[src/design/l2vn_pkg.sv]
// ============================================================================
// l2vn_pkg
// Shared types and constants of the L2 vector normalizer.
// ============================================================================
package l2vn_pkg;

   // Element code width, Q1.15.
   localparam int ELEM_W = 16;
   // Squared magnitude: |x| <= 2^(ELEM_W-1), so x^2 <= 2^(2*ELEM_W-2).
   localparam int SQ_W   = 2 * ELEM_W - 1;
   // Bit index of the result search.
   localparam int BIT_W  = $clog2(ELEM_W);

   typedef struct packed {
      logic signed [ELEM_W-1:0] element_value;
      logic                     is_last;
   } req_payload_type;

   typedef struct packed {
      logic signed [ELEM_W-1:0] normalized_value;
      logic                     last_result;
      logic                     zero_norm;
      logic                     overflow;
   } rsp_payload_type;

   // Commands from the controller to the datapath.
   typedef struct packed {
      logic load;       // input transfer: store element, count it
      logic start_vec;  // sum of squares is final; latch zero flag, rewind index
      logic rd;         // read the stored element at the current index
      logic fetch;      // take sign and squared magnitude, clear the search
      logic square;     // square the next odd candidate 2c-1
      logic mult;       // multiply the candidate square by the sum of squares
      logic compare;    // keep or drop the candidate bit
      logic emit;       // load the result register
      logic finish;     // vector done: clear count, sum and overflow
   } cmd_type;

   // Status from the datapath to the controller.
   typedef struct packed {
      logic pipe_busy;  // squares still on their way into the sum
      logic zero;       // the vector norm is zero
      logic bit_zero;   // the search is at its last bit
      logic last_elem;  // the current index is the last stored element
      logic rsp_busy;   // the result register holds a result not yet taken
   } status_type;

endpackage

[src/design/l2vn_ctrl.sv]
// ============================================================================
// l2vn_ctrl
// Sequencer: loads a vector, then walks the stored elements through the search.
// ============================================================================
module l2vn_ctrl
   import l2vn_pkg::*;
(
   input  logic       clock,
   input  logic       reset,
   input  logic       req_valid,
   output logic       req_ready,
   input  logic       req_is_last,
   input  logic       rsp_ready,
   input  status_type status,
   output cmd_type    cmd
);

   localparam logic [2:0] S_LOAD  = 3'd0;
   localparam logic [2:0] S_DRAIN = 3'd1;
   localparam logic [2:0] S_READ  = 3'd2;
   localparam logic [2:0] S_FETCH = 3'd3;
   localparam logic [2:0] S_SQ    = 3'd4;
   localparam logic [2:0] S_MUL   = 3'd5;
   localparam logic [2:0] S_CMP   = 3'd6;
   localparam logic [2:0] S_OUT   = 3'd7;

   logic [2:0] state_ff, state_in;
   logic       out_free;

   assign out_free = ~status.rsp_busy | rsp_ready;

   always_comb begin
      state_in  = state_ff;
      cmd       = '0;
      req_ready = 1'b0;
      unique case (state_ff)
         S_LOAD: begin
            req_ready = 1'b1;
            if (req_valid) begin
               cmd.load = 1'b1;
               if (req_is_last) begin
                  state_in = S_DRAIN;
               end
            end
         end
         S_DRAIN: begin
            if (!status.pipe_busy) begin
               cmd.start_vec = 1'b1;
               state_in      = S_READ;
            end
         end
         S_READ: begin
            cmd.rd   = 1'b1;
            state_in = S_FETCH;
         end
         S_FETCH: begin
            cmd.fetch = 1'b1;
            state_in  = status.zero ? S_OUT : S_SQ;
         end
         S_SQ: begin
            cmd.square = 1'b1;
            state_in   = S_MUL;
         end
         S_MUL: begin
            cmd.mult = 1'b1;
            state_in = S_CMP;
         end
         S_CMP: begin
            cmd.compare = 1'b1;
            state_in    = status.bit_zero ? S_OUT : S_SQ;
         end
         S_OUT: begin
            if (out_free) begin
               cmd.emit = 1'b1;
               if (status.last_elem) begin
                  cmd.finish = 1'b1;
                  state_in   = S_LOAD;
               end else begin
                  state_in = S_READ;
               end
            end
         end
         default: begin
            state_in = S_LOAD;
         end
      endcase
   end

   always_ff @(posedge clock) begin
      if (reset) begin
         state_ff <= S_LOAD;
      end else begin
         state_ff <= state_in;
      end
   end

endmodule

[config.mk]
export PLATFORM = sky130hd
export DESIGN_NAME = l2vn_ctrl
export DESIGN_NICKNAME = d
export VERILOG_FILES = /design/src/design/l2vn_pkg.sv /design/src/design/l2vn_ctrl.sv
export SDC_FILE = /design/constraint.sdc
export NUM_CORES = 1
export LEC_CHECK = 0
export ABC_CLOCK_PERIOD_IN_PS = 1830
export BUFFER_PORTS_ARGS = -buffer_cell sky130_fd_sc_hd__buf_2
export CORE_AREA = 2 2 39 41
export DETAILED_ROUTE_END_ITERATION = 7
export DIE_AREA = 0 0 41 43
export PLACE_DENSITY = 0.44
export SETUP_SLACK_MARGIN = 0.15
export SYNTH_ARGS = -nofsm -noshare
export SYNTH_HDL_FRONTEND = slang
export SYNTH_SLANG_ARGS = --single-unit
[constraint.sdc]
create_clock -name clock -period 1.83 [get_ports clock]
set_input_delay 0.2745 -clock clock [delete_from_list [all_inputs] [get_ports clock]]
set_output_delay 0.2745 -clock clock [all_outputs]
set_load 0.1 [all_outputs]
==> results.json <==
{
  "place_congestion": 0.6603,
  "ys_ff_latch": 3,
  "diodes": 0,
  "placed_cell_area_sq_um": 516.7,
  "ant_nets": 0,
  "area_growth_pct": 99.55,
  "min_period_over_period": 0.8918,
  "setup_viol": 0,
  "power_mw": 0.3746,
  "slew_violations": 0,
  "top_regs": "state_ff x3",
  "overflow": 0,
  "critical_path.reg2reg.startpoint": "state_ff[2]",
  "grt_max_degree": 15,
  "grt_pass1_vias": 286,
  "place_ws_ns": 0.2677,
  "cellLeakagePower_nw": 0.2344,
  "ys.flop_type": "dfxtp_1",
  "crit_path_start_kind": "register",
  "firstDrtPassIters": 2,
  "synth.avg_cell_area_sq_um": 8.096,
  "start_util": 0.1989,
  "timing.fmax_mhz": 612.7,
  "post_cts_buffers": 0,
  "reg2reg_depth": 2,
  "numPlacedInstances": 67,
  "reg2reg_to": "state_ff[1]",
  "drv_cap": 0,
  "drc": 0,
  "numCtsBuffers": 3,
  "skew_ns": 0.0002719,
  "fin_cells": 71,
  "port_buffers": 19,
  "status": "finished, final reports clean",
  "rows": 14,
  "synth_warnings": 0,
  "async_reset_ff_frac": 0,
  "grt_use_total": 0.08717,
  "hold_viol": 0,
  "die_y_microns": 43,
  "wl_per_cell_microns": 9.493,
  "cts-htree-levels": 1,
  "final_util": 0.3969,
  "grt_pass1_wl_microns": 1035,
  "fin_crit_ns": 1.632,
  "cp_data_required_time_ns": 1.56,
  "crit_type": "register to output pin",
  "clock_path_buffers": 2,
  "routed_wl_microns": 674,
  "tightestPinTransition_ns": 0.4839,
  "drt_iter0_markers": 4,
  "synth_cells": 34,
  "setup_ws_ns": 0.1980,
  "pin_count": 20,
  "hold_path_class": "input pin to register",
  "holdWs_ns": 0.2149,
  "fin_nets": 66,
  "slew_headroom": 0.6796,
  "clk_latency_ns": 0.23,
  "largest_register_ffs": 3,
  "cts_tree": "built",
  "cts_root_buffer": "clkbuf_4",
  "clkSlewWorstSetupHoldPaths_ns": 0.04,
  "irDropWorstVdd_uv": 169.4,
  "clkSinkCount": 3,
  "via_count": 309,
  "min_to": "state_ff[2]",
  "cp_max_fo": 12,
  "rrSetupSlack_ns": 0.74,
  "vias_per_cell": 4.352,
  "p_per_area_nw_per_um2": 682.0,
  "end_kind": "output pin",
  "regMostFlops": "state_ff",
  "drive_gt1_frac": 0.6909,
  "synth_edf_count": 0,
  "yosysUniqueCellTypes": 22,
  "final_area_sq_um": 549.3,
  "design.core.area_sq_um": 1384,
  "fin_tns_setup_ns": 0,
  "yosysSeqAreaShare": 0.2182,
  "dieWidth_microns": 41,
  "min-delay-start": "reset",
  "min_path_cells": 2,
  "dieArea_sq_um": 1763,
  "synthesis.nets": 44,
  "antenna_found_initial": 0,
  "arrival_ns": 1.36,
  "netlist_area_sq_um": 275.3,
  "rsz0062_at_grt": "no"
}
[final cells by class]
cell class / count / area (sq um)
well taps: 16 / 20.02
fillers: 144 / 834.6
repair buffers: 20 / 195.2
clock buffers: 4 / 26.28
inverters: 1 / 6.256
flip-flops and latches: 3 / 66.31
multi-input cells: 27 / 235.2
[power breakdown]
| group | leakage, nW | switching [mW] | internal, mW |
|---|---|---|---|
| registers | 0.0261 | 0.0210 | 0.0714 |
| clock network | 0.0150 | 0.0320 | 0.0816 |
| logic | 0.193 | 0.112 | 0.0563 |
[metal layers]
metal / share of wire / vias up / track usage
met5: 0 / - / 0
li1: - / 163 / -
met1: 0.40 / 141 / 0.1054
met2: 0.57 / 5 / 0.1219
met4: 0 / 0 / 0.1000
met3: 0.028 / 0 / 0
[placed cells by master (no fill, tap or decap), types with 2 or more instances in the layout]
master    netlist  layout
nor2_1          3       3
buf_2           1      12
dfxtp_2         0       2
clkbuf_4        0       3
buf_12          0       6
buf_4           0       2
nor2b_1         3       3
[kinds of logic after synthesis]
group	share of synthesized area
compound gates	0.1727
simple gates	0.4864
flops	0.2182
buf+inv	0.1227
[cells in the mapped netlist, types with 2 or more instances]
cell type | instances | share of area
and2_1 | 3 | 0.068
nor2_1 | 3 | 0.041
nand2_1 | 2 | 0.027
nor3_1 | 3 | 0.055
dfxtp_1 | 3 | 0.22
nor2b_1 | 3 | 0.068
buf_6 | 2 | 0.082
[critical path, cell delays in order (launching register included)]
cell	delay [ns]
dfxtp_2	0.49
and3_2	0.22
buf_2	0.41
[timing repair]
item | 4_1_cts | 5_1_grt
endpoints found under the setup margin | 8 | 1
hold buffers | 0 | 0
resized for setup | 2 | 1
[worst max path at each step]
stage	from	endpoint	slack, ns	depth (start not counted)
after floorplan	state_ff[0]	cmd[0]	-0.37	4
after global placement	state_ff[1]	cmd[0]	0.27	4
after detailed placement	state_ff[1]	cmd[0]	0.27	4
after CTS	state_ff[1]	cmd[0]	0.19	4
after global routing	state_ff[0]	cmd[3]	0.15	2
final	state_ff[0]	cmd[3]	0.20	2
Power figures use the tool's default switching activity.
